===== config.mk =====
export PLATFORM = sky130hd
export DESIGN_NAME = cvoq_div
export DESIGN_NICKNAME = d
export VERILOG_FILES = /design/src/hw/rtl/assert_macros.svh /design/src/hw/rtl/cvoq_div.sv
export SDC_FILE = /design/constraint.sdc
export NUM_CORES = 2
export LEC_CHECK = 0
export BUFFER_PORTS_ARGS = -buffer_cell sky130_fd_sc_hd__buf_2
export CORE_ASPECT_RATIO = 0.8
export CORE_UTILIZATION = 50
export DETAILED_ROUTE_END_ITERATION = 7
export GPL_TIMING_DRIVEN = 0
export PLACE_DENSITY_LB_ADDON = 0.1
export SLEW_MARGIN = 40
export SYNTH_ARGS = -nofsm -noshare
export SYNTH_HDL_FRONTEND = slang
export SYNTH_SLANG_ARGS = --single-unit

===== constraint.sdc =====
create_clock -name clk -period 15.2 [get_ports clk]
set_clock_uncertainty 0.15 [all_clocks]
set_input_delay 3.04 -clock clk [delete_from_list [all_inputs] [get_ports clk]]
set_output_delay 3.04 -clock clk [all_outputs]
set_load 0.02 [all_outputs]

===== src/hw/rtl/assert_macros.svh =====
// Assertion helpers for the RTL file that checks itself.
`ifndef ASSERT_MACROS_SVH
`define ASSERT_MACROS_SVH

// Same-cycle implication, disabled while dis is high.
`define CVOQ_ASSERT_IMPL(lbl, clk, dis, ant, con, msg) \
  lbl: assert property (@(posedge clk) disable iff (dis) (ant) |-> (con)) \
    else $error(msg);

// Next-cycle implication, disabled while dis is high.
`define CVOQ_ASSERT_NEXT(lbl, clk, dis, ant, con, msg) \
  lbl: assert property (@(posedge clk) disable iff (dis) (ant) |=> (con)) \
    else $error(msg);

`endif


===== src/hw/rtl/cvoq_div.sv =====
`timescale 1ns / 1ps

module cvoq_div #(
  parameter int DVD_W  = 36,
  parameter int D_W    = 23,
  parameter int SIDE_W = 25
) (
  input  logic              clk,
  input  logic              rst,
  input  logic [D_W-1:0]    divisor,
  input  logic              in_valid,
  output logic              in_ready,
  input  logic [DVD_W-1:0]  in_dvd,
  input  logic [SIDE_W-1:0] in_side,
  output logic              out_valid,
  input  logic              out_ready,
  output logic [DVD_W-1:0]  out_quo,
  output logic [SIDE_W-1:0] out_side
);

  // One restoring step per stage, most significant quotient bit first.
  logic [D_W-1:0]    rem  [DVD_W];
  logic [DVD_W-1:0]  acc  [DVD_W];
  logic [SIDE_W-1:0] side [DVD_W];
  logic [DVD_W-1:0]  v;
  logic [DVD_W:0]    en;

  assign en[DVD_W] = out_ready;
  assign in_ready  = en[0];

  for (genvar k = 0; k < DVD_W; k++) begin : g_stage
    logic [D_W-1:0]    rem_in;
    logic [DVD_W-1:0]  acc_in;
    logic [SIDE_W-1:0] side_in;
    logic              v_in;
    logic [D_W:0]      trial, diff;
    logic              ge;

    if (k == 0) begin : g_first
      assign rem_in  = '0;
      assign acc_in  = in_dvd;
      assign side_in = in_side;
      assign v_in    = in_valid;
    end else begin : g_next
      assign rem_in  = rem[k-1];
      assign acc_in  = acc[k-1];
      assign side_in = side[k-1];
      assign v_in    = v[k-1];
    end

    assign en[k] = !v[k] || en[k+1];
    assign trial = {rem_in, acc_in[DVD_W-1]};
    assign diff  = trial - {1'b0, divisor};
    assign ge    = trial >= {1'b0, divisor};

    always_ff @(posedge clk) begin
      if (rst) begin
        v[k] <= 1'b0;
      end else if (en[k]) begin
        v[k] <= v_in;
      end
    end

    always_ff @(posedge clk) begin
      if (en[k]) begin
        rem[k]  <= ge ? diff[D_W-1:0] : trial[D_W-1:0];
        acc[k]  <= {acc_in[DVD_W-2:0], ge};
        side[k] <= side_in;
      end
    end
  end

  assign out_valid = v[DVD_W-1];
  assign out_quo   = acc[DVD_W-1];
  assign out_side  = side[DVD_W-1];

endmodule


==> metrics.md <==
| Metric | Value |
|---|---|
| Outcome | `finished with violations` |
| Failing checks | `DRC` |
| CTS HTree Levels | `5` |
| Top Ports | `151` |
| Period utilization | `0.740` |
| Die width | `586 um` |
| Synthesis-stage register bit count | `3037` |
| Largest net degree at the start of global routing | `87` |
| CTS Hold Bufs | `0` |
| Post-Synthesis Cell Area | `137000 sq um` |
| FFs w/ async S/R, synth | `0` |
| IO buf count | `149` |
| CTS tree | `done` |
| Seq/Total Area, Yosys | `0.665` |
| RSZ-0062 raised after global routing | `no` |
| Mapped Avg Cell Area | `14.4 sq um` |
| Core ar. | `272000 sq um` |
| Critical Path AT | `8.05 ns` |
| Final worst slack | `3.96 ns` |
| Clk_lat worst skew | `0.86 ns` |
| Die height | `469 um` |
| Design area | `154000 sq um` |
| Hold path startpoint | `acc[0][101]` |
| Commonest non-fill, non-tap cell in the layout | `edfxtp_1` |
| Clock buffer count from CTS | `311` |
| CP startpoint | `out_ready` |
| Dominant synthesized flop cell | `edfxtp_1` |
| Pwr Total | `26.2 mW` |
| Worst Hold Class | `flop to flop` |
| Worst-path clk slew | `0.06 ns` |
| Startpoint Class | `primary input` |
| Post-DR wirelength/cell | `21.5 um` |
| Die area | `275000 sq um` |
| Root buf cell | `clkbuf_16` |
| First-pass GRT wire length | `457000 um` |
| GRT Util Overall | `0.216` |
| Max Slew Vio Count | `0` |
| Syn_nets | `10400` |
| Pre-antenna DRT Iters | `8` |
| Floorplan row count | `171` |
| HPWL after DPL | `208000 um` |
| Post-Route WL | `299000 um` |
| Post-synth cell types | `92` |
| Clock sink count | `3037` |
| Initial antenna violation count | `9` |
| Fraction of layout cells with a size suffix above 1 | `0.123` |
| Worst-path fanout max | `86` |
| Crit end category | `output pin` |
| Slew @ Worst Pin | `0.814 ns` |
| Drt drc | `22` |
| Worst r2r src | `g_stage[23].v_in` |
| Nets@finish | `11000` |
| Required time worst endpoint | `12.01 ns` |
| Fillers | `21300` |
| DRT antenna net count | `0` |
| Final Hold Fails | `0` |
| Post-layout min period | `11.24 ns` |
| Setup TNS | `0 ns` |
| CTS resizes | `0` |
| Synth warnings | `0` |
| Vias | `78400` |
| Final setup fails | `0` |
| Vias/cell | `5.64` |
| Maxcap violations | `0` |
| Worst relative slew slack | `0.443` |
| Vias in the first global route | `76900` |
| GRT overflow | `0` |
| Maximum vdd ir drop | `102 uV` |
| Violation count after the first detailed-routing iteration | `6276` |
| Setup bufs post-CTS | `0` |
| Post-synth EDFFs | `3001` |
| P&R area growth vs syn | `12.8%` |
| Fmax | `89.0 MHz` |
| Min Hold Slack | `0.229 ns` |
| Pre-CTS setup slack | `3.98 ns` |
| Leak | `61.5 nW` |
| Cells after Synth | `9480` |
| Initial Utilization | `0.503` |
| Critical path class | `primary input to output pin` |
| CTS max path bufs | `4` |
| P per Cell Area | `170 nW/um^2` |
| DP Area | `144000 sq um` |
| Most frequent cells in the layout | `edfxtp_1, ha_1, a21oi_1, nor2_1, o21ai_0` |
| Routability cong. | `0.881` |
==> registers in the layout (all words and copies together) (netlist names) <==
register      flops
g_stage.v_in     35
rem             805
acc            1296
out_valid         1
side            900
==> layout make-up <==
type | instances | area [sq um] | share of cell area
buffer | 174 | 860 | 0.00558
clock buffer | 385 | 8280 | 0.0538
clock inverter | 146 | 1360 | 0.00880
antenna | 1 | 2.50 | 0.0000163
inverter | 286 | 1280 | 0.00832
tap | 3633 | 4550 | 0.0295
timing repair buffer | 250 | 2720 | 0.0177
sequential | 3037 | 90800 | 0.590
multi-input combinational | 5983 | 44000 | 0.286
==> cell usage after synthesis (36+ instances only) <==
cell,instances,area (sq um)
edfxtp_1,3001,90100
ha_1,807,10100
a21oi_1,662,3310
nor2_1,585,2200
nand2_1,502,1880
o21ai_0,499,2500
mux2_2,373,4200
xnor2_1,359,3140
inv_1,285,1070
a21o_1,248,1860
xor2_1,233,2040
o21a_1,174,1310
nand3_1,136,681
nor3_1,132,661
nor2b_1,121,757
nand2b_1,116,726
nand4_1,112,701
clkbuf_1,87,327
a211oi_1,69,518
a31oi_1,64,400
o21bai_1,59,443
o31ai_1,57,428
or3_1,49,307
and3_1,47,294
buf_2,41,205
mux2i_1,41,410
a21boi_0,40,300
o31a_1,38,333
buf_4,37,278
dfxtp_1,36,721
==> through the flow <==
step | utilization | instances
4_1_cts | 0.567 | 13900
3_3_place_gp | 0.522 | 13300
6_report | 0.567 | 13900
2_1_floorplan | - | 9480
3_5_place_dp | 0.531 | 13400
5_1_grt | 0.567 | 13900
==> worst max-delay path, stage by stage <==
cell        delay, ns
buf_2            0.10
nor2b_1          0.08
buf_2            0.27
and3_4           0.30
nand4_1          0.41
buf_4            0.37
nor2_2           0.37
clkinvlp_4       0.50
nor2_4           0.58
inv_12           0.29
nor2_4           0.24
and2_4           0.23
and3_1           0.16
clkbuf_2         0.24
nand4_1          0.21
buf_4            0.25
buf_4            0.20
buf_2            0.17
==> final timing paths <==
path / to / slack, ns / cells after the start
hold reg to reg: acc[0][138] / 0.23 / 0
setup reg to reg: acc[0][0] / 8.28 / 22
hold / removal: acc[0][138] / 0.23 / 0
setup / recovery: in_ready / 3.96 / 18
==> cell families (layout without fill, tap and decap cells) <==
logic type,after synthesis,after routing,synth area share
AO/OA/AOI/OAI,2181,2181,0.101
other,0,1,0
flip-flops,3037,3037,0.665
AND/OR/NAND/NOR,1955,1955,0.0683
multiplexers,414,414,0.0338
buffers and inverters,460,1241,0.0142
XOR/XNOR,592,592,0.0380
adder cells (fa/ha/maj),841,841,0.0789
==> metal layers <==
layer | wire (um) | track usage
met5 | 0 | 0
met4 | 9050 | 0.0632
met3 | 13700 | 0.0245
met2 | 136000 | 0.340
met1 | 141000 | 0.316
==> report_power, final <==
part	switching, mW	leakage (nW)	internal (mW)	total (mW)
sequential	0.596	33.2	10.8	11.4
clock	3.10	4.68	4.19	7.29
combinational	4.11	23.7	3.35	7.46
Power figures use the tool's default switching activity.
