===== config.mk =====
export PLATFORM = sky130hd
export DESIGN_NAME = cvoq_post
export DESIGN_NICKNAME = d
export VERILOG_FILES = /design/src/hw/rtl/assert_macros.svh /design/src/hw/rtl/cvoq_pkg.sv /design/src/hw/rtl/cvoq_post.sv
export SDC_FILE = /design/constraint.sdc
export NUM_CORES = 1
export LEC_CHECK = 0
export BUFFER_PORTS_ARGS = -buffer_cell sky130_fd_sc_hd__buf_2
export CAP_MARGIN = 25
export CORE_UTILIZATION = 55
export CTS_CLUSTER_DIAMETER = 150
export DETAILED_ROUTE_END_ITERATION = 6
export PLACE_DENSITY = 0.74
export SLEW_MARGIN = 25
export SYNTH_ARGS = -nofsm -noshare
export SYNTH_HDL_FRONTEND = slang
export SYNTH_SLANG_ARGS = --single-unit

===== constraint.sdc =====
create_clock -name clk -period 8.55 [get_ports clk]
set_clock_uncertainty 0.15 [all_clocks]
set_input_delay 0.4275 -clock clk [delete_from_list [all_inputs] [get_ports clk]]
set_output_delay 0.4275 -clock clk [all_outputs]
set_load 0.05 [all_outputs]

===== src/hw/rtl/assert_macros.svh =====
// Assertion helpers for the RTL file that checks itself.
`ifndef ASSERT_MACROS_SVH
`define ASSERT_MACROS_SVH

// Same-cycle implication, disabled while dis is high.
`define CVOQ_ASSERT_IMPL(lbl, clk, dis, ant, con, msg) \
  lbl: assert property (@(posedge clk) disable iff (dis) (ant) |-> (con)) \
    else $error(msg);

// Next-cycle implication, disabled while dis is high.
`define CVOQ_ASSERT_NEXT(lbl, clk, dis, ant, con, msg) \
  lbl: assert property (@(posedge clk) disable iff (dis) (ant) |=> (con)) \
    else $error(msg);

`endif


===== src/hw/rtl/cvoq_pkg.sv =====
`timescale 1ns / 1ps

package cvoq_pkg;

  // Field widths of the channels and registers.
  localparam int VOLT_W  = 24;
  localparam int KNOB_W  = 17;
  localparam int SCALE_W = 25;
  localparam int BASE_W  = 24;
  localparam int MODE_W  = 3;
  localparam int IVL_W   = 23;
  localparam int SIDE_W  = VOLT_W + 1;

  // Register port geometry.
  localparam int ADDR_W    = 4;
  localparam int REG_IDX_W = 2;
  localparam int DATA_W    = 32;

  localparam logic [REG_IDX_W-1:0] REG_RANGE_SCALE    = 2'd0;
  localparam logic [REG_IDX_W-1:0] REG_RANGE_BASE     = 2'd1;
  localparam logic [REG_IDX_W-1:0] REG_QUANT_MODE     = 2'd2;
  localparam logic [REG_IDX_W-1:0] REG_QUANT_INTERVAL = 2'd3;

  // Register reset values.
  localparam logic signed [SCALE_W-1:0] RST_RANGE_SCALE    = 25'sd1310720;
  localparam logic signed [BASE_W-1:0]  RST_RANGE_BASE     = -24'sd655360;
  localparam logic [MODE_W-1:0]         RST_QUANT_MODE     = 3'd0;
  localparam logic [IVL_W-1:0]          RST_QUANT_INTERVAL = 23'd65536;

  // Quantizer mode codes.
  localparam logic [MODE_W-1:0] QM_NONE     = 3'd0;
  localparam logic [MODE_W-1:0] QM_OUT_INT  = 3'd1;
  localparam logic [MODE_W-1:0] QM_OUT_SEMI = 3'd2;
  localparam logic [MODE_W-1:0] QM_OUT_CUST = 3'd3;
  localparam logic [MODE_W-1:0] QM_OFF_INT  = 3'd4;
  localparam logic [MODE_W-1:0] QM_OFF_SEMI = 3'd5;
  localparam logic [MODE_W-1:0] QM_OFF_CUST = 3'd6;

  // Quantizer step kinds.
  localparam logic [1:0] QK_NONE = 2'd0;
  localparam logic [1:0] QK_INT  = 2'd1;
  localparam logic [1:0] QK_SEMI = 2'd2;
  localparam logic [1:0] QK_CUST = 2'd3;

  // Output rails.
  localparam logic signed [VOLT_W-1:0] OUT_MAX = 24'sh7FFFFF;
  localparam logic signed [VOLT_W-1:0] OUT_MIN = 24'sh800000;

  typedef struct packed {
    logic signed [VOLT_W-1:0] in_voltage;
    logic [KNOB_W-1:0]        knob_position;
  } sample_t;

  typedef struct packed {
    logic signed [VOLT_W-1:0] out_voltage;
    logic                     clipped;
  } result_t;

  typedef struct packed {
    logic signed [SCALE_W-1:0] range_scale;
    logic signed [BASE_W-1:0]  range_base;
    logic [MODE_W-1:0]         quant_mode;
    logic [IVL_W-1:0]          quant_interval;
  } cfg_t;

  // Step kind selected by a mode; the unused code means no quantization.
  function automatic logic [1:0] quant_kind(input logic [MODE_W-1:0] mode);
    logic [1:0] kind;
    case (mode) inside
      QM_OUT_INT, QM_OFF_INT:   kind = QK_INT;
      QM_OUT_SEMI, QM_OFF_SEMI: kind = QK_SEMI;
      QM_OUT_CUST, QM_OFF_CUST: kind = QK_CUST;
      default:                  kind = QK_NONE;
    endcase
    return kind;
  endfunction

  // True when the offset is quantized before the add.
  function automatic logic offset_mode(input logic [MODE_W-1:0] mode);
    logic hit;
    case (mode) inside
      QM_OFF_INT, QM_OFF_SEMI, QM_OFF_CUST: hit = 1'b1;
      default:                              hit = 1'b0;
    endcase
    return hit;
  endfunction

endpackage


===== src/hw/rtl/cvoq_post.sv =====
`timescale 1ns / 1ps

module cvoq_post #(
  parameter int FRAC_BITS = 16,
  parameter int DVD_W     = 36,
  parameter int X_W       = 31,
  parameter int D_W       = 23,
  parameter int RMAG_W    = 32
) (
  input  logic                          clk,
  input  logic                          rst,
  input  cvoq_pkg::cfg_t                cfg,
  input  logic [D_W-1:0]                divisor,
  input  logic                          in_valid,
  output logic                          in_ready,
  input  logic [DVD_W-1:0]              in_quo,
  input  logic [cvoq_pkg::SIDE_W-1:0]   in_side,
  output logic                          out_valid,
  input  logic                          out_ready,
  output cvoq_pkg::result_t             out_data
);
  import cvoq_pkg::*;

  localparam int NS    = 4;
  localparam int LO_W  = 16;
  localparam int HI_W  = X_W - LO_W;
  localparam int PF_W  = X_W + D_W;
  localparam int SUM_W = RMAG_W + 2;

  logic [NS:1]   v;
  logic [NS+1:1] en;
  logic [1:0]    kind;
  logic          off_q;

  logic [LO_W+D_W-1:0]      plo1;
  logic [HI_W+D_W-1:0]      phi1;
  logic [RMAG_W-1:0]        q1, rmag2;
  logic [SIDE_W-1:0]        side1, side2;
  logic signed [SUM_W-1:0]  sum3;
  result_t                  res4;

  logic [PF_W-1:0]          pfull;
  logic [RMAG_W-1:0]        rmag;
  logic signed [SUM_W-1:0]  vt, rs;

  assign kind  = quant_kind(cfg.quant_mode);
  assign off_q = offset_mode(cfg.quant_mode);

  // Elastic stage enables; the last stage is the output register.
  assign en[NS+1] = out_ready;
  for (genvar k = 1; k <= NS; k++) begin : g_en
    assign en[k] = !v[k] || en[k+1];
  end
  assign in_ready = en[1];

  always_ff @(posedge clk) begin
    if (rst) begin
      v <= '0;
    end else begin
      if (en[1]) v[1] <= in_valid;
      for (int k = 2; k <= NS; k++) begin
        if (en[k]) v[k] <= v[k-1];
      end
    end
  end

  // Stage 1: quotient times interval as two partial products.
  always_ff @(posedge clk) begin
    if (en[1]) begin
      plo1  <= in_quo[LO_W-1:0] * divisor;
      phi1  <= in_quo[X_W-1:LO_W] * divisor;
      q1    <= in_quo[RMAG_W-1:0];
      side1 <= in_side;
    end
  end

  // Stage 2: scale the quotient back to volts.
  assign pfull = (PF_W'(phi1) << LO_W) + PF_W'(plo1);

  always_comb begin
    case (kind)
      QK_CUST: rmag = RMAG_W'(pfull);
      QK_INT:  rmag = q1 << FRAC_BITS;
      default: rmag = q1;
    endcase
  end

  always_ff @(posedge clk) begin
    if (en[2]) begin
      rmag2 <= rmag;
      side2 <= side1;
    end
  end

  // Stage 3: apply the sign and add the input after offset quantization.
  assign vt = off_q ? SUM_W'($signed(side2[VOLT_W-1:0])) : '0;
  assign rs = $signed(SUM_W'(rmag2));

  always_ff @(posedge clk) begin
    if (en[3]) begin
      sum3 <= side2[SIDE_W-1] ? vt - rs : vt + rs;
    end
  end

  // Stage 4: saturate into the output register.
  always_ff @(posedge clk) begin
    if (en[4]) begin
      if (sum3 > SUM_W'(OUT_MAX)) begin
        res4.out_voltage <= OUT_MAX;
        res4.clipped     <= 1'b1;
      end else if (sum3 < SUM_W'(OUT_MIN)) begin
        res4.out_voltage <= OUT_MIN;
        res4.clipped     <= 1'b1;
      end else begin
        res4.out_voltage <= sum3[VOLT_W-1:0];
        res4.clipped     <= 1'b0;
      end
    end
  end

  assign out_valid = v[NS];
  assign out_data  = res4;

endmodule


==> reports/metrics.cfg <==
[status]
status=finished clean

[routing]
drc_errors=0
drt_iter0_drc=1016
dr.pass1.iters=5
wl_per_cell_um=18.18
vias=17360
via_per_inst=5.513
ant_nets=0
wirelength_um=57250

[hold_path]
hold_class=input port to flip-flop
hold_start=in_quo[30]

[global_route]
grt_max_degree=84
antenna_found_initial=4
met3_usage=0.04752
grt-ovfl-total=0
grt_pass1_wl_um=94000
grtUsageMet2=0.4619
grtUsageTotal=0.2570
grt_pass1_vias=18880
grt_use_met1=0.3102
busiest_layer=met2

[cts]
cts_made_buffers=23
cts_buffer_depth=3
post_cts_buffers=0
cts_max_level=1
clock_latency_ps=520
clkTransAtPathRegs_ps=60
cts_tree=yes
cts_sinks=225
root_buffer=clkbuf_16

[critical_path]
crit_fanout=25
crit_end=plo1[30]$_DFFE_PP_
r2r_cells=18
crit_arrival_ps=6610
r2r_slack_ps=3980
critPathRequiredTime_ps=8680
start_kind=input port
crit_path_end_kind=flip-flop
path_common_cell=fa_1
r2r-end=sum3[33]$_DFFE_PP_
worstSetupStartpoint=divisor[7]
r2r_start=rmag2[0]$_DFFE_PP_
crit_chain=buf_2, nand2_1, fa_1, inv_1, fa_1, inv_1, fa_1, inv_1, fa_1, fa_1, inv_1, fa_1, inv_1, ha_1, nand4_1, a211oi_1, a31oi_1, o211ai_1, o211ai_1, o21ai_0, a21o_1, a21oi_1, xnor2_1
worst-setup-path-type=input port to flip-flop
cpPeakStageDelay_ps=570
cp_slowest_cell=buf_2

[sta]
tightest_slew_ps=1023
fmax_ghz=0.1542
holdWs_ps=60.13
timing.slew.headroom=0.3183
finalSetupTns_ps=0
finalWorstSetupSlack_ps=2065
rsz0062_at_grt=no
setup_viol=0
fin_crit_ps=6485
finalHoldViolCount=0
fin_crit_sh=0.7584
slew_viol_final=0

[floorplanning]
die_x_um=214.6
fp.coreArea_um2=44410
ios=190
dieHeight_um=214.6
start_util=0.5599
fp.dieArea_um2=46060
num_rows=77

[yosys]
synth_edf_count=221
synth_area_leaders=fa_1, edfxtp_1, ha_1, inv_1, and2_1
yosys_warnings=0
syn_inst=2469
syn-num-nets=3159
syn-mean-instance-area_um2=10.07
synth_top_cells_by_count=inv_1, fa_1, nand2_1
synth.most_common_cell=inv_1
synth-seq-cells=225
async_flop_share=0
netlist.top_cell.by_area=fa_1
synth-main-ff-cell=edfxtp_1
ys_types=64
ys_seq_area_frac=0.2701
synth_area_um2=24870
synth_top_area_frac=0.2866

[cells_and_area]
stdcell_count=3149
fillers=3591
drive_above_1_share=0.07126
area_growth_pct=8.086
num-nets-final=3228

[place]
pre_cts_ws_ps=1605
gp_congestion=0.9178
place_inst=3077
detailed_place_hpwl_um=41740
numPortBuffers=113

[power_and_ir_drop]
leakage_nw=12.45
peakVddDrop_uv=434.1
p_total_mw=11.63
pwr_density_cell_nw_per_um2=432.7

[flow_run]
drv_cap=0

==> layout make-up <==
type                       instances  area [um2]  share of cell area
tap                              592       740.7             0.02756
sequential                       225        6716              0.2499
clock inverter                    15       126.4            0.004702
multi-input combinational       1720       16220              0.6034
inverter                         418        1569             0.05838
antenna                            3       7.507           0.0002793
timing repair buffer             150       913.4             0.03399
clock buffer                      26       586.8             0.02183
==> state kept, by name, indices dropped and copies added, names as in the netlist <==
| register | cells |
|---|---|
| rmag2 | 32 |
| plo1 | 32 |
| sum3 | 34 |
| v | 4 |
| out_data | 25 |
| side1 | 25 |
| q1 | 32 |
| side2 | 25 |
| phi1 | 16 |
==> per-stage QoR <==
step	instance area, um2	utilization
after floorplan	24870	-
after global placement	25870	0.5824
final	26880	0.6051
after CTS	26860	0.6048
after detailed placement	25870	0.5824
after global routing	26870	0.6050
==> layer usage <==
metal  wire [um]  vias up
li1            -     7936
met1       22490     8655
met2       28930      649
met3        4133      116
met4        1680        4
met5          16        -
==> cell families (layout without fill, tap and decap cells) <==
logic type               Yosys count  after routing  share of synthesized area
AO/OA/AOI/OAI                    292            292                    0.07689
XOR/XNOR                         148            148                    0.05213
adder cells (fa/ha/maj)          527            527                     0.3727
other                              0              3                          0
AND/OR/NAND/NOR                  739            739                     0.1434
multiplexers                      14             14                   0.005636
buffers and inverters            524            609                    0.07915
flip-flops                       225            225                     0.2701
==> critical path, delay by kind of cell <==
family	cells	cell delay (ps)
AOI/OAI and AO/OA	7	1530
xor gates and xnor gates	1	120
adders and majority gates	7	3380
buffers and inverters	6	820
and+or+nand+nor	2	340
==> where the power goes <==
part,switching (mW),internal (mW)
sequential,0.139,1.99
combinational,4.82,3.73
clock,0.402,0.553
total,5.36,6.27
==> cell usage in the layout, fill, tap and decap left out, types with 5 or more instances in the layout <==
cell type | Yosys | routed
nand2_1 | 352 | 351
inv_1 | 418 | 417
ha_1 | 171 | 171
o21ai_0 | 71 | 71
a31oi_1 | 15 | 14
edfxtp_1 | 221 | 221
and3_1 | 6 | 6
nand2b_1 | 10 | 10
o21a_1 | 14 | 14
nor3_1 | 20 | 20
o211ai_1 | 5 | 5
xnor2_1 | 123 | 122
clkinv_1 | 0 | 7
nor2b_1 | 9 | 9
nor2_1 | 70 | 70
fa_1 | 356 | 356
a21oi_1 | 78 | 78
mux2i_1 | 14 | 14
o21bai_1 | 14 | 14
buf_4 | 0 | 9
buf_2 | 1 | 113
xor2_1 | 25 | 25
nand4_1 | 8 | 8
clkbuf_16 | 0 | 23
a211oi_1 | 11 | 11
and2_1 | 233 | 233
dlygate4sd3_1 | 0 | 28
a21o_1 | 47 | 47
nand3_1 | 9 | 9
==> worst min path at each step <==
| stage | to | cells after the start | slack, ps |
|---|---|---|---|
| final | q1[30]$_DFFE_PP_ | 1 | 60 |
| after CTS | q1[30]$_DFFE_PP_ | 1 | 30 |
| after global routing | q1[30]$_DFFE_PP_ | 1 | 40 |
| after global placement | side2[22]$_DFFE_PP_ | 0 | 260 |
| after detailed placement | side2[17]$_DFFE_PP_ | 0 | 260 |
| after floorplan | side2[0]$_DFFE_PP_ | 0 | 250 |
==> timing repair <==
action                    4_1_cts  5_1_grt
gates resized for setup         0        0
hold endpoints to repair       30        0
hold buffers                   28        0
Note: power is estimated with default switching activity, not from simulation.
