--- src/hw/rtl/assert_macros.svh ---
// Assertion helpers for the RTL file that checks itself.
`ifndef ASSERT_MACROS_SVH
`define ASSERT_MACROS_SVH

// Same-cycle implication, disabled while dis is high.
`define CVOQ_ASSERT_IMPL(lbl, clk, dis, ant, con, msg) \
  lbl: assert property (@(posedge clk) disable iff (dis) (ant) |-> (con)) \
    else $error(msg);

// Next-cycle implication, disabled while dis is high.
`define CVOQ_ASSERT_NEXT(lbl, clk, dis, ant, con, msg) \
  lbl: assert property (@(posedge clk) disable iff (dis) (ant) |=> (con)) \
    else $error(msg);

`endif

--- src/hw/rtl/cvoq_pkg.sv ---
`timescale 1ns / 1ps

package cvoq_pkg;

  // Field widths of the channels and registers.
  localparam int VOLT_W  = 24;
  localparam int KNOB_W  = 17;
  localparam int SCALE_W = 25;
  localparam int BASE_W  = 24;
  localparam int MODE_W  = 3;
  localparam int IVL_W   = 23;
  localparam int SIDE_W  = VOLT_W + 1;

  // Register port geometry.
  localparam int ADDR_W    = 4;
  localparam int REG_IDX_W = 2;
  localparam int DATA_W    = 32;

  localparam logic [REG_IDX_W-1:0] REG_RANGE_SCALE    = 2'd0;
  localparam logic [REG_IDX_W-1:0] REG_RANGE_BASE     = 2'd1;
  localparam logic [REG_IDX_W-1:0] REG_QUANT_MODE     = 2'd2;
  localparam logic [REG_IDX_W-1:0] REG_QUANT_INTERVAL = 2'd3;

  // Register reset values.
  localparam logic signed [SCALE_W-1:0] RST_RANGE_SCALE    = 25'sd1310720;
  localparam logic signed [BASE_W-1:0]  RST_RANGE_BASE     = -24'sd655360;
  localparam logic [MODE_W-1:0]         RST_QUANT_MODE     = 3'd0;
  localparam logic [IVL_W-1:0]          RST_QUANT_INTERVAL = 23'd65536;

  // Quantizer mode codes.
  localparam logic [MODE_W-1:0] QM_NONE     = 3'd0;
  localparam logic [MODE_W-1:0] QM_OUT_INT  = 3'd1;
  localparam logic [MODE_W-1:0] QM_OUT_SEMI = 3'd2;
  localparam logic [MODE_W-1:0] QM_OUT_CUST = 3'd3;
  localparam logic [MODE_W-1:0] QM_OFF_INT  = 3'd4;
  localparam logic [MODE_W-1:0] QM_OFF_SEMI = 3'd5;
  localparam logic [MODE_W-1:0] QM_OFF_CUST = 3'd6;

  // Quantizer step kinds.
  localparam logic [1:0] QK_NONE = 2'd0;
  localparam logic [1:0] QK_INT  = 2'd1;
  localparam logic [1:0] QK_SEMI = 2'd2;
  localparam logic [1:0] QK_CUST = 2'd3;

  // Output rails.
  localparam logic signed [VOLT_W-1:0] OUT_MAX = 24'sh7FFFFF;
  localparam logic signed [VOLT_W-1:0] OUT_MIN = 24'sh800000;

  typedef struct packed {
    logic signed [VOLT_W-1:0] in_voltage;
    logic [KNOB_W-1:0]        knob_position;
  } sample_t;

  typedef struct packed {
    logic signed [VOLT_W-1:0] out_voltage;
    logic                     clipped;
  } result_t;

  typedef struct packed {
    logic signed [SCALE_W-1:0] range_scale;
    logic signed [BASE_W-1:0]  range_base;
    logic [MODE_W-1:0]         quant_mode;
    logic [IVL_W-1:0]          quant_interval;
  } cfg_t;

  // Step kind selected by a mode; the unused code means no quantization.
  function automatic logic [1:0] quant_kind(input logic [MODE_W-1:0] mode);
    logic [1:0] kind;
    case (mode) inside
      QM_OUT_INT, QM_OFF_INT:   kind = QK_INT;
      QM_OUT_SEMI, QM_OFF_SEMI: kind = QK_SEMI;
      QM_OUT_CUST, QM_OFF_CUST: kind = QK_CUST;
      default:                  kind = QK_NONE;
    endcase
    return kind;
  endfunction

  // True when the offset is quantized before the add.
  function automatic logic offset_mode(input logic [MODE_W-1:0] mode);
    logic hit;
    case (mode) inside
      QM_OFF_INT, QM_OFF_SEMI, QM_OFF_CUST: hit = 1'b1;
      default:                              hit = 1'b0;
    endcase
    return hit;
  endfunction

endpackage

--- src/hw/rtl/cvoq_prep.sv ---
`timescale 1ns / 1ps

module cvoq_prep #(
  parameter int FRAC_BITS = 16,
  parameter int PROD_W    = 43,
  parameter int SMAG_W    = 28,
  parameter int OFF_W     = 30,
  parameter int X_W       = 31,
  parameter int NMAG_W    = 35,
  parameter int D_W       = 23,
  parameter int DVD_W     = 36
) (
  input  logic                          clk,
  input  logic                          rst,
  input  cvoq_pkg::cfg_t                cfg,
  input  logic                          in_valid,
  output logic                          in_ready,
  input  cvoq_pkg::sample_t             in_data,
  output logic                          out_valid,
  input  logic                          out_ready,
  output logic [DVD_W-1:0]              out_dvd,
  output logic [cvoq_pkg::SIDE_W-1:0]   out_side,
  output logic [D_W-1:0]                divisor
);
  import cvoq_pkg::*;

  localparam int NS = 7;
  localparam logic [PROD_W-1:0] HALF_P   = PROD_W'(1) << (FRAC_BITS - 1);
  localparam logic [NMAG_W-1:0] HALF_N   = NMAG_W'(1) << (FRAC_BITS - 1);
  localparam logic [NMAG_W-1:0] LOW_MASK = (NMAG_W'(1) << FRAC_BITS) - NMAG_W'(1);
  localparam logic [D_W-1:0]    ONE_D    = D_W'(1) << FRAC_BITS;

  logic [NS:1]   v;
  logic [NS+1:1] en;
  logic [1:0]    kind;
  logic          off_q;

  logic signed [PROD_W-1:0] prod1;
  logic signed [VOLT_W-1:0] vin1, vin2, vin3, vin4, vin5, vin6, vin7;
  logic [SMAG_W-1:0]        smag2;
  logic                     psign2;
  logic signed [OFF_W-1:0]  off3;
  logic signed [X_W-1:0]    x4;
  logic [NMAG_W-1:0]        xmag5, n6;
  logic                     xneg5, xneg6, xneg7;
  logic [DVD_W-1:0]         dvd7;

  logic [PROD_W-1:0]        pmag, prnd;
  logic signed [OFF_W-1:0]  soff;
  logic [NMAG_W-1:0]        m12;

  assign kind  = quant_kind(cfg.quant_mode);
  assign off_q = offset_mode(cfg.quant_mode);

  // Divisor of the rounding divide for the selected step kind.
  always_comb begin
    case (kind)
      QK_INT:  divisor = ONE_D;
      QK_SEMI: divisor = D_W'(12);
      QK_CUST: divisor = (cfg.quant_interval == '0) ? ONE_D : D_W'(cfg.quant_interval);
      default: divisor = D_W'(1);
    endcase
  end

  // Elastic stage enables: a stage loads when empty or when it drains.
  assign en[NS+1] = out_ready;
  for (genvar k = 1; k <= NS; k++) begin : g_en
    assign en[k] = !v[k] || en[k+1];
  end
  assign in_ready = en[1];

  always_ff @(posedge clk) begin
    if (rst) begin
      v <= '0;
    end else begin
      if (en[1]) v[1] <= in_valid;
      for (int k = 2; k <= NS; k++) begin
        if (en[k]) v[k] <= v[k-1];
      end
    end
  end

  // Stage 1: knob times span.
  always_ff @(posedge clk) begin
    if (en[1]) begin
      prod1 <= $signed({1'b0, in_data.knob_position}) * cfg.range_scale;
      vin1  <= in_data.in_voltage;
    end
  end

  // Stage 2: round the scaled product half away from zero.
  assign pmag = prod1[PROD_W-1] ? PROD_W'(-prod1) : PROD_W'(prod1);
  assign prnd = pmag + HALF_P;

  always_ff @(posedge clk) begin
    if (en[2]) begin
      smag2  <= SMAG_W'(prnd >> FRAC_BITS);
      psign2 <= prod1[PROD_W-1];
      vin2   <= vin1;
    end
  end

  // Stage 3: restore sign and add the base.
  assign soff = $signed(OFF_W'(smag2));

  always_ff @(posedge clk) begin
    if (en[3]) begin
      off3 <= (psign2 ? -soff : soff) + OFF_W'($signed(cfg.range_base));
      vin3 <= vin2;
    end
  end

  // Stage 4: pick the value that goes through the quantizer.
  always_ff @(posedge clk) begin
    if (en[4]) begin
      x4   <= off_q ? X_W'(off3) : X_W'(off3) + X_W'(vin3);
      vin4 <= vin3;
    end
  end

  // Stage 5: split into sign and magnitude.
  always_ff @(posedge clk) begin
    if (en[5]) begin
      xmag5 <= x4[X_W-1] ? NMAG_W'(-x4) : NMAG_W'(x4);
      xneg5 <= x4[X_W-1];
      vin5  <= vin4;
    end
  end

  // Stage 6: semitones first snap twelve times the value to whole volts.
  assign m12 = (xmag5 << 3) + (xmag5 << 2) + HALF_N;

  always_ff @(posedge clk) begin
    if (en[6]) begin
      n6    <= (kind == QK_SEMI) ? (m12 & ~LOW_MASK) : xmag5;
      xneg6 <= xneg5;
      vin6  <= vin5;
    end
  end

  // Stage 7: add half the divisor for rounding.
  always_ff @(posedge clk) begin
    if (en[7]) begin
      dvd7  <= DVD_W'(n6) + DVD_W'(divisor >> 1);
      xneg7 <= xneg6;
      vin7  <= vin6;
    end
  end

  assign out_valid = v[NS];
  assign out_dvd   = dvd7;
  assign out_side  = {xneg7, vin7};

endmodule

--- config.mk ---
export PLATFORM = sky130hd
export DESIGN_NAME = cvoq_prep
export DESIGN_NICKNAME = d
export VERILOG_FILES = /design/src/hw/rtl/assert_macros.svh /design/src/hw/rtl/cvoq_pkg.sv /design/src/hw/rtl/cvoq_prep.sv
export SDC_FILE = /design/constraint.sdc
export NUM_CORES = 2
export LEC_CHECK = 0
export ABC_CLOCK_PERIOD_IN_PS = 9200
export BUFFER_PORTS_ARGS = -buffer_cell sky130_fd_sc_hd__buf_2
export CAP_MARGIN = 20
export CORE_MARGIN = 10
export CORE_UTILIZATION = 63
export CTS_BUF_LIST = sky130_fd_sc_hd__clkbuf_4 sky130_fd_sc_hd__clkbuf_8 sky130_fd_sc_hd__clkbuf_16
export CTS_CLUSTER_SIZE = 10
export DETAILED_ROUTE_END_ITERATION = 6
export GPL_TIMING_DRIVEN = 0
export PLACE_DENSITY = 0.85
export SLEW_MARGIN = 30
export SYNTH_ARGS = -nofsm -noshare
export SYNTH_HDL_FRONTEND = slang
export SYNTH_SLANG_ARGS = --single-unit
--- constraint.sdc ---
create_clock -name clk -period 9.2 [get_ports clk]
set_input_delay 1.38 -clock clk [delete_from_list [all_inputs] [get_ports clk]]
set_output_delay 1.38 -clock clk [all_outputs]
set_load 0.005 [all_outputs]
==> metrics.yaml <==
worst_setup_path:
  end_kind: "register"
  cp.buffers_inverters: 7
  critical_path.top_delay_family: "adder cells"
  cpMostUsedCell: "fa_1"
  cp.required_ns: 9.50
  cp.depth: 24
  crit_path_start_kind: "primary input"
  worst_path_max_delay_cell: "clkbuf_1"
  reg2reg_depth: 18
  slowest_delay_ns: 0.68
  crit_type: "in -> reg"
  path_max_fanout: 10
  arrival_ns: 8.38
  cp_cell_sequence: "buf_2 -> clkbuf_1 -> nand2_1 -> inv_1 -> fa_1 -> inv_1 -> fa_1 -> inv_1 -> fa_1 -> fa_1 -> fa_1 -> inv_1 -> fa_1 -> inv_1 -> ha_1 -> nand4_1 -> nor2_1 -> and3_1 -> and3b_1 -> a22o_1 -> o41ai_1 -> o2111ai_1 -> a21oi_1 -> xnor2_1"
drt:
  ant_nets: 0
  drc: 0
  wl_um: 84100
  first_pass_iters: 5
  via_per_inst: 5.624
  vias: 24870
  drt_iter0_drc: 1466
  drt-wirelength-per-cell_um: 19.01
yosys:
  synth-main-ff-cell: "edfxtp_1"
  synth_area_leaders: "edfxtp_1, fa_1, ha_1, inv_1, and2_1"
  ys_seq_area_share_pct: 34.30
  synth_seq_cells: 416
  synth_warnings: 0
  async_flop_share_pct: 0
  synth_edf_count: 409
  syn_area_per_cell_um2: 10.73
  synth_top_area_share_pct: 33.91
  syn_area_um2: 36220
  synth.largest_area_cell: "edfxtp_1"
  synth.distinct_cells: 81
  syn_inst: 3375
floorplanning:
  fp.dieW_um: 259.8
  start_util_pct: 63.99
  placementRows: 87
  io_pins: 206
  die_h_um: 259.8
  core_region_area_um2: 56600
  fp.dieArea_um2: 67480
global_route:
  antenna_found_initial: 1
  grt.overflow.total: 0
  grt_max_degree: 55
  grt_use_total_pct: 25.19
  grt_pass1_wl_um: 135000
  grt_pass1_vias: 26150
cts:
  cts.sinks: 416
  root_buffer: "clkbuf_16"
  cts_setup_buffers: 0
  clk_latency_ns: 0.58
  clk_path_buf_depth: 3
  cts_tree: "built"
  numCtsBuffers: 47
  postCtsHoldBufs: 0
  htreeDepth: 2
  path_clk_slew_ns: 0.06
  cts_resized: 0
cells_and_area:
  finalInstanceArea_um2: 39860
  drive_above_1_share_pct: 9.193
  fin_nets: 4428
  synthToLayoutAreaGrowth_pct: 10.07
run:
  maxCapViolations: 0
placement:
  io_buffer_count: 204
  gp_congestion: 0.9931
  dp_hpwl_um: 68800
  placed_cell_area_um2: 38440
timing:
  hold_violations: 0
  min_period_over_period_pct: 87.85
  setup-violations-final: 0
  maxSlewHeadroom_pct: 38.96
  period_needed_ns: 8.082
  slew_viol_final: 0
  max_freq_ghz: 0.1237
  rsz0062_at_grt: "no"
  tns_ns: 0
  max_slew.worst_pin.slew_ns: 0.9156
  clock_skew_ns: 0.02396
worst_hold_path:
  hold_class: "reg -> reg"
  whs_path_depth: 0
outcome:
  status: "completed"
kinds of logic after synthesis:
logic type	Yosys count	synth area share, %
multiplexers	7	0.2038
buffers and inverters	658	6.861
other	1	0.01035
flip-flops	416	34.30
AND/OR/NAND/NOR	942	13.20
XOR/XNOR	233	5.655
adder cells (fa/ha/maj)	668	31.75
AO/OA/AOI/OAI	450	8.025
final timing paths:
kind | from | end | slack, ns
max reg2reg | smag2[0] | off3[29] | 3.88
min | vin4[17] | vin5[17] | 0.40
min reg2reg | vin4[17] | vin5[17] | 0.40
max | in_data[4] | prod1[41] | 1.12
final cells by class:
cell class / instances / area (um^2)
Multi-Input combinational cell: 2304 / 21370
Fill cell: 4130 / 16740
Sequential cell: 416 / 12420
Inverter: 555 / 2091
Clock buffer: 69 / 1341
Timing Repair Buffer: 215 / 1220
Tap cell: 756 / 945.9
Buffer: 103 / 401.6
Clock inverter: 4 / 75.07
Antenna cell: 1 / 2.502
metrics by stage:
stage / cells / utilization (%) / setup slack, ns / hold WS [ns]
2_1_floorplan: 3378 / - / 1.809 / 0.4003
3_3_place_gp: 4338 / 67.48 / 0.6076 / 0.4006
3_5_place_dp: 4349 / 67.91 / 0.6172 / 0.4045
4_1_cts: 4422 / 70.41 / 1.199 / 0.3960
5_1_grt: 4422 / 70.42 / 0.7131 / 0.4162
6_report: 4423 / 70.43 / 1.118 / 0.3999
cells in the mapped netlist (24+ instances only):
cell type  number
inv_1         555
fa_1          419
edfxtp_1      409
nand2_1       346
and2_1        255
ha_1          247
xnor2_1       175
a21oi_1       120
nor2_1        107
o21ai_0        99
clkbuf_1       94
a21o_1         62
xor2_1         57
nand3_1        39
o31ai_1        34
nand2b_1       26
and3_1         25
nor2b_1        24
cell usage in the layout (no fill, tap or decap), drive strengths merged, types with 39 or more instances in the layout:
cell type / synthesis / layout
ha: 247 / 247
o21ai: 101 / 101
clkbuf: 94 / 163
buf: 9 / 224
a21oi: 120 / 120
xnor2: 175 / 175
and2: 255 / 255
inv: 555 / 557
a21o: 62 / 62
xor2: 58 / 58
edfxtp: 409 / 409
nand2: 347 / 347
nand3: 39 / 39
fa: 419 / 419
nor2: 109 / 109
metal layers:
| metal | GRT usage, % | routed length, um |
|---|---|---|
| met5 | 0 | 0 |
| met1 | 29.29 | 31800 |
| met4 | 10.90 | 3724 |
| met2 | 45.31 | 42470 |
| met3 | 4.077 | 6109 |
sequential cells by signal, indices dropped and copies added (netlist names), 7 cells and up:
register  cells
xmag5        35
vin1         24
off3         30
vin4         24
n6           35
x4           31
v             7
vin7         24
vin2         24
vin6         24
vin5         24
vin3         24
smag2        27
prod1        43
out_dvd      36
worst reg2reg max path: stages, from the launching register on:
cell	delay, ns
edfxtp_1	0.41
or3_1	0.42
or3b_2	0.52
or4_1	0.43
or4_1	0.41
clkbuf_1	0.22
o31ai_1	0.28
xnor2_1	0.15
ha_1	0.30
a21oi_1	0.16
nor2b_1	0.07
o21ai_0	0.23
a2bb2oi_1	0.19
o311ai_0	0.19
o31a_1	0.31
a211o_1	0.29
a21o_1	0.18
a21oi_1	0.16
xnor2_1	0.10
Power is left out: the tool's default activity adds up to more than one toggle a clock period on the data nets, which glitch-free logic cannot reach.
