==> config.mk <==
export PLATFORM = sky130hd
export DESIGN_NAME = cvoq_cfg
export DESIGN_NICKNAME = d
export VERILOG_FILES = /design/src/hw/rtl/assert_macros.svh /design/src/hw/rtl/cvoq_pkg.sv /design/src/hw/rtl/cvoq_cfg.sv
export SDC_FILE = /design/constraint.sdc
export NUM_CORES = 1
export LEC_CHECK = 0
export BUFFER_PORTS_ARGS = -buffer_cell sky130_fd_sc_hd__buf_4
export CAP_MARGIN = 20
export CORE_UTILIZATION = 50
export CTS_BUF_LIST = sky130_fd_sc_hd__clkbuf_4
export CTS_CLUSTER_DIAMETER = 100
export DETAILED_ROUTE_END_ITERATION = 10
export PLACE_DENSITY = 0.88
export SYNTH_ARGS = -nofsm -noshare
export SYNTH_HDL_FRONTEND = slang
export SYNTH_SLANG_ARGS = --single-unit
==> constraint.sdc <==
create_clock -name clk -period 1.3 [get_ports clk]
set_clock_uncertainty 0.1 [all_clocks]
set_input_delay 0 -clock clk [delete_from_list [all_inputs] [get_ports clk]]
set_output_delay 0 -clock clk [all_outputs]
set_load 0.02 [all_outputs]
==> src/hw/rtl/assert_macros.svh <==
// Assertion helpers for the RTL file that checks itself.
`ifndef ASSERT_MACROS_SVH
`define ASSERT_MACROS_SVH

// Same-cycle implication, disabled while dis is high.
`define CVOQ_ASSERT_IMPL(lbl, clk, dis, ant, con, msg) \
  lbl: assert property (@(posedge clk) disable iff (dis) (ant) |-> (con)) \
    else $error(msg);

// Next-cycle implication, disabled while dis is high.
`define CVOQ_ASSERT_NEXT(lbl, clk, dis, ant, con, msg) \
  lbl: assert property (@(posedge clk) disable iff (dis) (ant) |=> (con)) \
    else $error(msg);

`endif

==> src/hw/rtl/cvoq_pkg.sv <==
`timescale 1ns / 1ps

package cvoq_pkg;

  // Field widths of the channels and registers.
  localparam int VOLT_W  = 24;
  localparam int KNOB_W  = 17;
  localparam int SCALE_W = 25;
  localparam int BASE_W  = 24;
  localparam int MODE_W  = 3;
  localparam int IVL_W   = 23;
  localparam int SIDE_W  = VOLT_W + 1;

  // Register port geometry.
  localparam int ADDR_W    = 4;
  localparam int REG_IDX_W = 2;
  localparam int DATA_W    = 32;

  localparam logic [REG_IDX_W-1:0] REG_RANGE_SCALE    = 2'd0;
  localparam logic [REG_IDX_W-1:0] REG_RANGE_BASE     = 2'd1;
  localparam logic [REG_IDX_W-1:0] REG_QUANT_MODE     = 2'd2;
  localparam logic [REG_IDX_W-1:0] REG_QUANT_INTERVAL = 2'd3;

  // Register reset values.
  localparam logic signed [SCALE_W-1:0] RST_RANGE_SCALE    = 25'sd1310720;
  localparam logic signed [BASE_W-1:0]  RST_RANGE_BASE     = -24'sd655360;
  localparam logic [MODE_W-1:0]         RST_QUANT_MODE     = 3'd0;
  localparam logic [IVL_W-1:0]          RST_QUANT_INTERVAL = 23'd65536;

  // Quantizer mode codes.
  localparam logic [MODE_W-1:0] QM_NONE     = 3'd0;
  localparam logic [MODE_W-1:0] QM_OUT_INT  = 3'd1;
  localparam logic [MODE_W-1:0] QM_OUT_SEMI = 3'd2;
  localparam logic [MODE_W-1:0] QM_OUT_CUST = 3'd3;
  localparam logic [MODE_W-1:0] QM_OFF_INT  = 3'd4;
  localparam logic [MODE_W-1:0] QM_OFF_SEMI = 3'd5;
  localparam logic [MODE_W-1:0] QM_OFF_CUST = 3'd6;

  // Quantizer step kinds.
  localparam logic [1:0] QK_NONE = 2'd0;
  localparam logic [1:0] QK_INT  = 2'd1;
  localparam logic [1:0] QK_SEMI = 2'd2;
  localparam logic [1:0] QK_CUST = 2'd3;

  // Output rails.
  localparam logic signed [VOLT_W-1:0] OUT_MAX = 24'sh7FFFFF;
  localparam logic signed [VOLT_W-1:0] OUT_MIN = 24'sh800000;

  typedef struct packed {
    logic signed [VOLT_W-1:0] in_voltage;
    logic [KNOB_W-1:0]        knob_position;
  } sample_t;

  typedef struct packed {
    logic signed [VOLT_W-1:0] out_voltage;
    logic                     clipped;
  } result_t;

  typedef struct packed {
    logic signed [SCALE_W-1:0] range_scale;
    logic signed [BASE_W-1:0]  range_base;
    logic [MODE_W-1:0]         quant_mode;
    logic [IVL_W-1:0]          quant_interval;
  } cfg_t;

  // Step kind selected by a mode; the unused code means no quantization.
  function automatic logic [1:0] quant_kind(input logic [MODE_W-1:0] mode);
    logic [1:0] kind;
    case (mode) inside
      QM_OUT_INT, QM_OFF_INT:   kind = QK_INT;
      QM_OUT_SEMI, QM_OFF_SEMI: kind = QK_SEMI;
      QM_OUT_CUST, QM_OFF_CUST: kind = QK_CUST;
      default:                  kind = QK_NONE;
    endcase
    return kind;
  endfunction

  // True when the offset is quantized before the add.
  function automatic logic offset_mode(input logic [MODE_W-1:0] mode);
    logic hit;
    case (mode) inside
      QM_OFF_INT, QM_OFF_SEMI, QM_OFF_CUST: hit = 1'b1;
      default:                              hit = 1'b0;
    endcase
    return hit;
  endfunction

endpackage

==> src/hw/rtl/cvoq_cfg.sv <==
`timescale 1ns / 1ps

module cvoq_cfg (
  input  logic                          clk,
  input  logic                          rst,
  input  logic                          psel,
  input  logic                          penable,
  input  logic                          pwrite,
  input  logic [cvoq_pkg::ADDR_W-1:0]   paddr,
  input  logic [cvoq_pkg::DATA_W-1:0]   pwdata,
  output logic [cvoq_pkg::DATA_W-1:0]   prdata,
  output logic                          pready,
  output cvoq_pkg::cfg_t                cfg
);
  import cvoq_pkg::*;

  cfg_t                 regs;
  logic                 wr;
  logic [REG_IDX_W-1:0] idx;

  assign pready = 1'b1;
  assign wr     = psel && penable && pwrite && pready;
  assign idx    = paddr[ADDR_W-1:ADDR_W-REG_IDX_W];
  assign cfg    = regs;

  // Register writes in the access phase.
  always_ff @(posedge clk) begin
    if (rst) begin
      regs.range_scale    <= RST_RANGE_SCALE;
      regs.range_base     <= RST_RANGE_BASE;
      regs.quant_mode     <= RST_QUANT_MODE;
      regs.quant_interval <= RST_QUANT_INTERVAL;
    end else if (wr) begin
      unique case (idx)
        REG_RANGE_SCALE:    regs.range_scale    <= pwdata[SCALE_W-1:0];
        REG_RANGE_BASE:     regs.range_base     <= pwdata[BASE_W-1:0];
        REG_QUANT_MODE:     regs.quant_mode     <= pwdata[MODE_W-1:0];
        REG_QUANT_INTERVAL: regs.quant_interval <= pwdata[IVL_W-1:0];
        default: begin
        end
      endcase
    end
  end

  // Read-back of the raw register bits.
  always_comb begin
    unique case (idx)
      REG_RANGE_SCALE:    prdata = {{(DATA_W-SCALE_W){1'b0}}, regs.range_scale};
      REG_RANGE_BASE:     prdata = {{(DATA_W-BASE_W){1'b0}}, regs.range_base};
      REG_QUANT_MODE:     prdata = {{(DATA_W-MODE_W){1'b0}}, regs.quant_mode};
      REG_QUANT_INTERVAL: prdata = {{(DATA_W-IVL_W){1'b0}}, regs.quant_interval};
      default:            prdata = '0;
    endcase
  end

endmodule

==> impl_metrics.yaml, run 1 <==
outcome:
  status: "finished with violations"
  violations: "negative setup slack"
grt:
  grt_pass1_wl_um: 17500
  grt_max_degree: 45
  grt_usage_pct: 29.9
  grt_pass1_vias: 3576
  grt_antenna_before_repair: 0
  grt.overflow.total: 0
finish:
  stdcell_area_mm2: 0.00545
  largest_reg_flops: 75
  seq_area_mm2: 0.00157
  nets: 620
  layout-drive-gt1-share_pct: 43.8
  antennaDiodeCount: 0
  multiInputGateArea_mm2: 0.00194
  area_growth_pct: 49.7
  n_fill_cell: 447
timing:
  hold_viol: 0
  post-route-period-util_pct: 115
  max_freq_mhz: 667
  max_slew_margin_pct: 44.4
  grt_setup_unrepaired: "true"
  worst_pin_slew_ps: 833
  fin_crit_ps: 1500
  setup_violations: 5
  setup_slack_ps: -198
  drv_slew: 0
  fin_tns_setup_ps: -630
pwr:
  irDropWorstVdd_mv: 0.569
  pwr-share-seq_pct: 52.5
  internal_power_mw: 3.26
  sw_frac_of_total_pct: 27.3
  p_per_area_mw_per_mm2: 824
  p_comb_share_pct: 16.0
  pwr-share-clk_pct: 31.5
  cellLeakagePower_nw: 2.47
  p_sw_mw: 1.23
worst_setup_path:
  required_ps: 1200
  crit_fanout: 2
  critPathKind: "reg2out"
  startpoint_type: "register"
  cp-end-kind: "output port"
  cp.arrival_ps: 1400
floorplanning:
  num_io_pins: 149
  rows: 30
  die_w_um: 87.3
  coreArea_mm2: 0.00691
  start_util_pct: 52.7
  dieHeight_um: 87.3
  dieArea_mm2: 0.00762
synth:
  yosysTopAreaCell: "dfxtp_1"
  yosysTopAreaCellShare_pct: 41.3
  synthArstFlopShare_pct: 0
  ys_warn_count: 0
  syn_inst: 396
  avgSynthCellArea_um2: 9.19
  synth_edf_count: 0
  seq_area_frac_synth_pct: 41.3
  syn-cell-area_mm2: 0.00364
  synth_area_leaders: "dfxtp_1 (41%), mux2i_1 (20%), nand2b_1 (12%)"
  post_synth_num_cell_types: 24
  synthTopCellsByCount: "dfxtp_1 (75), mux2i_1 (74), nand2b_1 (67), o21ai_0 (42)"
  synth.most_common_cell: "dfxtp_1"
  ys.flop_type: "dfxtp_1"
  synth-seq-cells: 75
route:
  drt-wirelength-per-cell_um: 17.4
  dr.first_iter.drc_count: 233
  drtPass1Iterations: 5
  ant_nets: 0
  dr_total_vias: 3736
  viasPerCell: 5.49
  drc: 0
  wl_um: 11900
worst_hold_path:
  hold_path.class: "in2reg"
clock_tree:
  h-tree-depth: 3
  cts_max_path_buffers: 2
  cts_buffers: 9
  clock-sinks: 75
  clock_latency_ps: 410
  cts-root-buf: "clkbuf_4"
  cts_tree: "yes"
  path_clk_slew_ps: 120
placed_design:
  routabilityCongestion: 0.805
  dpl.hpwl_um: 7140
  dpl_cell_area_mm2: 0.00473
  place.port_buffers: 131
flow_run:
  cap_violations: 0
final cells by class:
type	count	share of cell area, %
clock buffer	10	1.38
multi-input combinational	286	35.7
sequential	75	28.8
clock inverter	6	1.03
timing repair buffer	207	30.9
tap	96	2.21
cells by family after synthesis:
| logic type | Yosys count | synth area share, % |
|---|---|---|
| simple gates | 137 | 20.9 |
| mux | 77 | 22.2 |
| flops | 75 | 41.3 |
| compound gates | 64 | 8.80 |
| buf+inv | 41 | 6.64 |
| other cells | 2 | 0.206 |
layer usage:
metal / vias to the layer above / wire length (µm) / track usage, %
met5: - / 0 / 0
met4: 0 / 451 / 15.8
met3: 41 / 735 / 4.36
met2: 204 / 6000 / 53.0
met1: 1796 / 4670 / 34.6
li1: 1695 / - / -
critical path: stages, from the launching register on:
cell and delay, ps:
dfxtp_2 350, mux4_2 480, buf_6 150
cells in the final DEF (no fill, tap or decap), types with 2 or more instances in the layout:
master,instances
mux2i_1,72
mux2i_2,2
clkbuf_4,10
dfxtp_1,22
nand2_1,19
nand3_1,22
clkinv_2,3
dlygate4sd3_1,29
dfxtp_2,53
buf_6,3
nand2_2,2
mux4_2,3
nand2b_1,67
buf_12,3
o21ai_1,18
nor2_1,18
a21oi_1,22
conb_1,8
dlymetal6s4s_1,2
buf_4,170
o21ai_0,24
stage by stage:
stage          worst slack (ps)  hold WS, ps  cells  power [mW]  utilization, %
2_1_floorplan               173         47.7    402        2.76               -
3_3_place_gp                123          166    611        2.98            68.5
3_5_place_dp               8.97          182    611        2.99            68.5
4_1_cts                    -200         55.3    664        4.43            76.4
5_1_grt                    -231         66.6    680        4.65            78.9
6_report                   -198         71.2    680        4.49            78.9
path summary, 6_finish.rpt:
kind                                      startpoint              endpoint  slack, ps  cells after the start
worst min-delay path                        paddr[3]  cfg[49]$_SDFFE_PP1P_         70                      4
worst max-delay path             cfg[2]$_SDFFE_PP0P_             prdata[2]       -200                      2
worst min register to register  cfg[59]$_SDFFE_PP0P_  cfg[59]$_SDFFE_PP0P_        390                      2
worst max register to register  cfg[22]$_SDFFE_PP0P_  cfg[22]$_SDFFE_PP0P_        320                      2
repair_timing:
action	4_1_cts	5_1_grt
endpoints found under the hold margin	75	1
gates resized for setup	44	38
hold buffers	31	1
pin swaps	0	3
buffers inserted	6	17
cloned	0	0
endpoints found under the setup margin	21	64
power by group through the flow:
stage               clock (mW)  combinational (mW)  sequential, mW
CTS                       1.40               0.677            2.35
detailed placement           0               0.592            2.40
finish                    1.41               0.717            2.35
floorplan                    0               0.321            2.43
global route              1.53               0.752            2.36
global placement             0               0.575            2.40
Power figures use the tool's default switching activity.
==> run 2, diff against run 1 <==
--- a/config.mk
+++ b/config.mk
@@ -5,6 +5,7 @@
 export SDC_FILE = /design/constraint.sdc
 export NUM_CORES = 1
 export LEC_CHECK = 0
+export ABC_AREA = 1
 export BUFFER_PORTS_ARGS = -buffer_cell sky130_fd_sc_hd__buf_4
 export CAP_MARGIN = 20
 export CORE_UTILIZATION = 50
==> run 2 against run 1 <==
Compared with the run above: the flow finishes with violations (negative hold slack, negative setup slack); first-iteration DRC count is 48% higher; routed wire length grew 3.4%; utilization is 1.5 points higher; total power is 7.2% higher; sequential cell count stayed put; worst setup slack improved by 190 ps.
==> impl_metrics.yaml, run 2 <==
flow_run:
  cap_violations: 0
clock_tree:
  clock_latency_ps: 420
  cts-root-buf: "clkbuf_4"
  cts_max_path_buffers: 2
  h-tree-depth: 3
  path_clk_slew_ps: 110
  cts_tree: "yes"
  cts_buffers: 9
  post_cts.repair.setup_buffers: 0
  clock-sinks: 75
timing:
  drv_slew: 0
  max_slew_margin_pct: 55.3
  hold_slack_ps: -78.8
  fin_crit_ps: 1310
  worst_pin_slew_ps: 671
  post-route-period-util_pct: 101
  setup_violations: 1
  setup_slack_ps: -10.4
  max_freq_mhz: 763
  hold_viol: 2
floorplanning:
  rows: 30
  dieArea_mm2: 0.00753
  die_w_um: 86.8
  coreArea_mm2: 0.00687
  start_util_pct: 52.3
  num_io_pins: 149
  dieHeight_um: 86.8
worst_hold_path:
  hold_path.class: "in2reg"
  whs_endpoint: "cfg[35]$_SDFFE_PP0P_"
  whs_path_depth: 5
  hp-start: "rst"
finish:
  stdcell_area_mm2: 0.00552
  area_growth_pct: 53.7
  mostFrequentLayoutCell: "nand2_1"
  layout-drive-gt1-share_pct: 25.4
  layout_common_cells: "nand2_1 (161), buf_4 (140), nor2_1 (135), nand3_1 (95), dfxtp_1 (70)"
  antennaDiodeCount: 0
  nets: 787
  largest_reg_flops: 75
  stdcell_count: 847
synth:
  synth.most_common_cell: "nand2_1"
  ys.flop_type: "dfxtp_1"
  synthTopCellsByCount: "nand2_1 (162), nor2_1 (136), nand3_1 (95), dfxtp_1 (75), inv_1 (27)"
  ys_warn_count: 0
  post_synth_num_cell_types: 18
  yosysTopAreaCellShare_pct: 41.8
  syn_inst: 554
  seq_area_frac_synth_pct: 41.8
  avgSynthCellArea_um2: 6.48
  syn-cell-area_mm2: 0.00359
  synth_edf_count: 0
  yosysTopAreaCell: "dfxtp_1"
  synth-seq-cells: 75
  synthArstFlopShare_pct: 0
  synth_area_leaders: "dfxtp_1 (42%), nand2_1 (17%), nor2_1 (14%)"
worst_setup_path:
  cp-end-kind: "register"
  cp_cell_sequence: "dlygate4sd3_1 -> buf_4 -> inv_2 -> nand3_1 -> nand2_1 -> dlygate4sd3_1 -> nor2_1"
  cpMostUsedCell: "dlygate4sd3_1"
  critPathKind: "in2reg"
  slowest_stage: "dlygate4sd3_1"
  required_ps: 1520
  critPathMaxStageDelay_ps: 570
  r2r_end: "cfg[47]$_SDFFE_PP1P_"
  reg2reg_depth: 3
  crit_buf_inv: 4
  cp.arrival_ps: 1530
  rrSetupSlack_ps: 40
  r2r_start: "cfg[47]$_SDFFE_PP1P_"
  startpoint_type: "primary input"
  crit_fanout: 3
  crit_family: "buffers and inverters"
  crit_path_start: "pwdata[3]"
placed_design:
  dpl.hpwl_um: 6930
  dpl_cell_area_mm2: 0.00465
  place_worst_setup_slack_ps: 192
  routabilityCongestion: 0.849
  dp.cells: 760
  place.port_buffers: 131
grt:
  grt_antenna_before_repair: 0
  grt_max_degree: 49
  grt.overflow.total: 0
  grt_usage_pct: 33.2
  grt_pass1_vias: 4247
  grt_pass1_wl_um: 19400
outcome:
  violations: "negative hold slack, negative setup slack"
  status: "finished with violations"
route:
  drc: 0
  drtPass1Iterations: 5
  dr.first_iter.drc_count: 346
  dr_total_vias: 4493
  viasPerCell: 5.30
  ant_nets: 0
  wl_um: 12300
  drt-wirelength-per-cell_um: 14.5
pwr:
  cellLeakagePower_nw: 2.64
  p_per_area_mw_per_mm2: 871
  irDropWorstVdd_mv: 0.522
## run 2: changes by cell type after synthesis, sizes merged, moves of 2 or more
cell    change
mux2i      -74
nor3b       -2
a21oi      -22
nor2      +123
buf        +16
nand2     +141
nand2b     -67
inv        +31
nand4       +3
clkbuf     -15
nand3b      -2
mux4        -3
nand3      +73
o21ai      -41
## run 2: per-layer routing
| layer | track usage [%] | wire [µm] | share of wire, % |
|---|---|---|---|
| met2 | 58.7 | 6390 | 52 |
| met5 | 0 | 0 | 0 |
| met1 | 38.6 | 4550 | 37 |
| met4 | 19.4 | 430 | 3.5 |
| met3 | 4.10 | 879 | 7.2 |
## run 2: worst register-to-register path, stage by stage (launching register included)
cell	delay [ps]
dfxtp_1	350
nand2_1	80
nand3_1	80
dlygate4sd3_1	560
## run 2: power by group
group	internal (mW)	switching (mW)	total (mW)
Sequential	2.35	0.0449	2.39
Clock	0.653	0.827	1.48
Combinational	0.425	0.509	0.934
Total	3.43	1.38	4.81
## run 2: metrics by stage
step / total power [mW] / setup TNS [ps] / utilization [%]
3_5_place_dp: 3.18 / 0 / 67.7
5_1_grt: 4.98 / -12.7 / 80.4
4_1_cts: 4.79 / 0 / 81.4
2_1_floorplan: 2.89 / 0 / -
3_3_place_gp: 3.16 / 0 / 67.7
6_report: 4.81 / -10.4 / 80.4
## run 2: how the worst max path moves through the flow
stage | endpoint | slack (ps) | depth (start not counted)
floorplan | prdata[24] | 400 | 2
global placement | cfg[47]$_SDFFE_PP1P_ | 200 | 7
detailed placement | cfg[47]$_SDFFE_PP1P_ | 190 | 7
CTS | cfg[27]$_SDFFE_PP0P_ | 10 | 6
global route | cfg[53]$_SDFFE_PP0P_ | -10 | 7
finish | cfg[53]$_SDFFE_PP0P_ | -10 | 7
## run 2: cell type report
class | instances | area, µm²
clock inverter | 4 | 51.3
inverter | 31 | 121
tap | 96 | 120
multi-input combinational | 412 | 1740
clock buffer | 12 | 90.1
fill | 452 | 1350
sequential | 75 | 1510
timing repair buffer | 217 | 1890
## run 2: cells by family after synthesis
kind of cell / after synthesis / synth area share (%)
AOI/OAI and AO/OA: 2 / 0.383
buffers and inverters: 73 / 10.8
DFF: 75 / 41.8
other: 2 / 0.209
and+or+nand+nor: 402 / 46.8
## run 2: what timing repair did
| action | 4_1_cts | 5_1_grt |
|---|---|---|
| setup endpoints to repair | 0 | 60 |
| hold endpoints to repair | 75 | 10 |
| resized for setup | 0 | 22 |
| hold buffers | 80 | 3 |
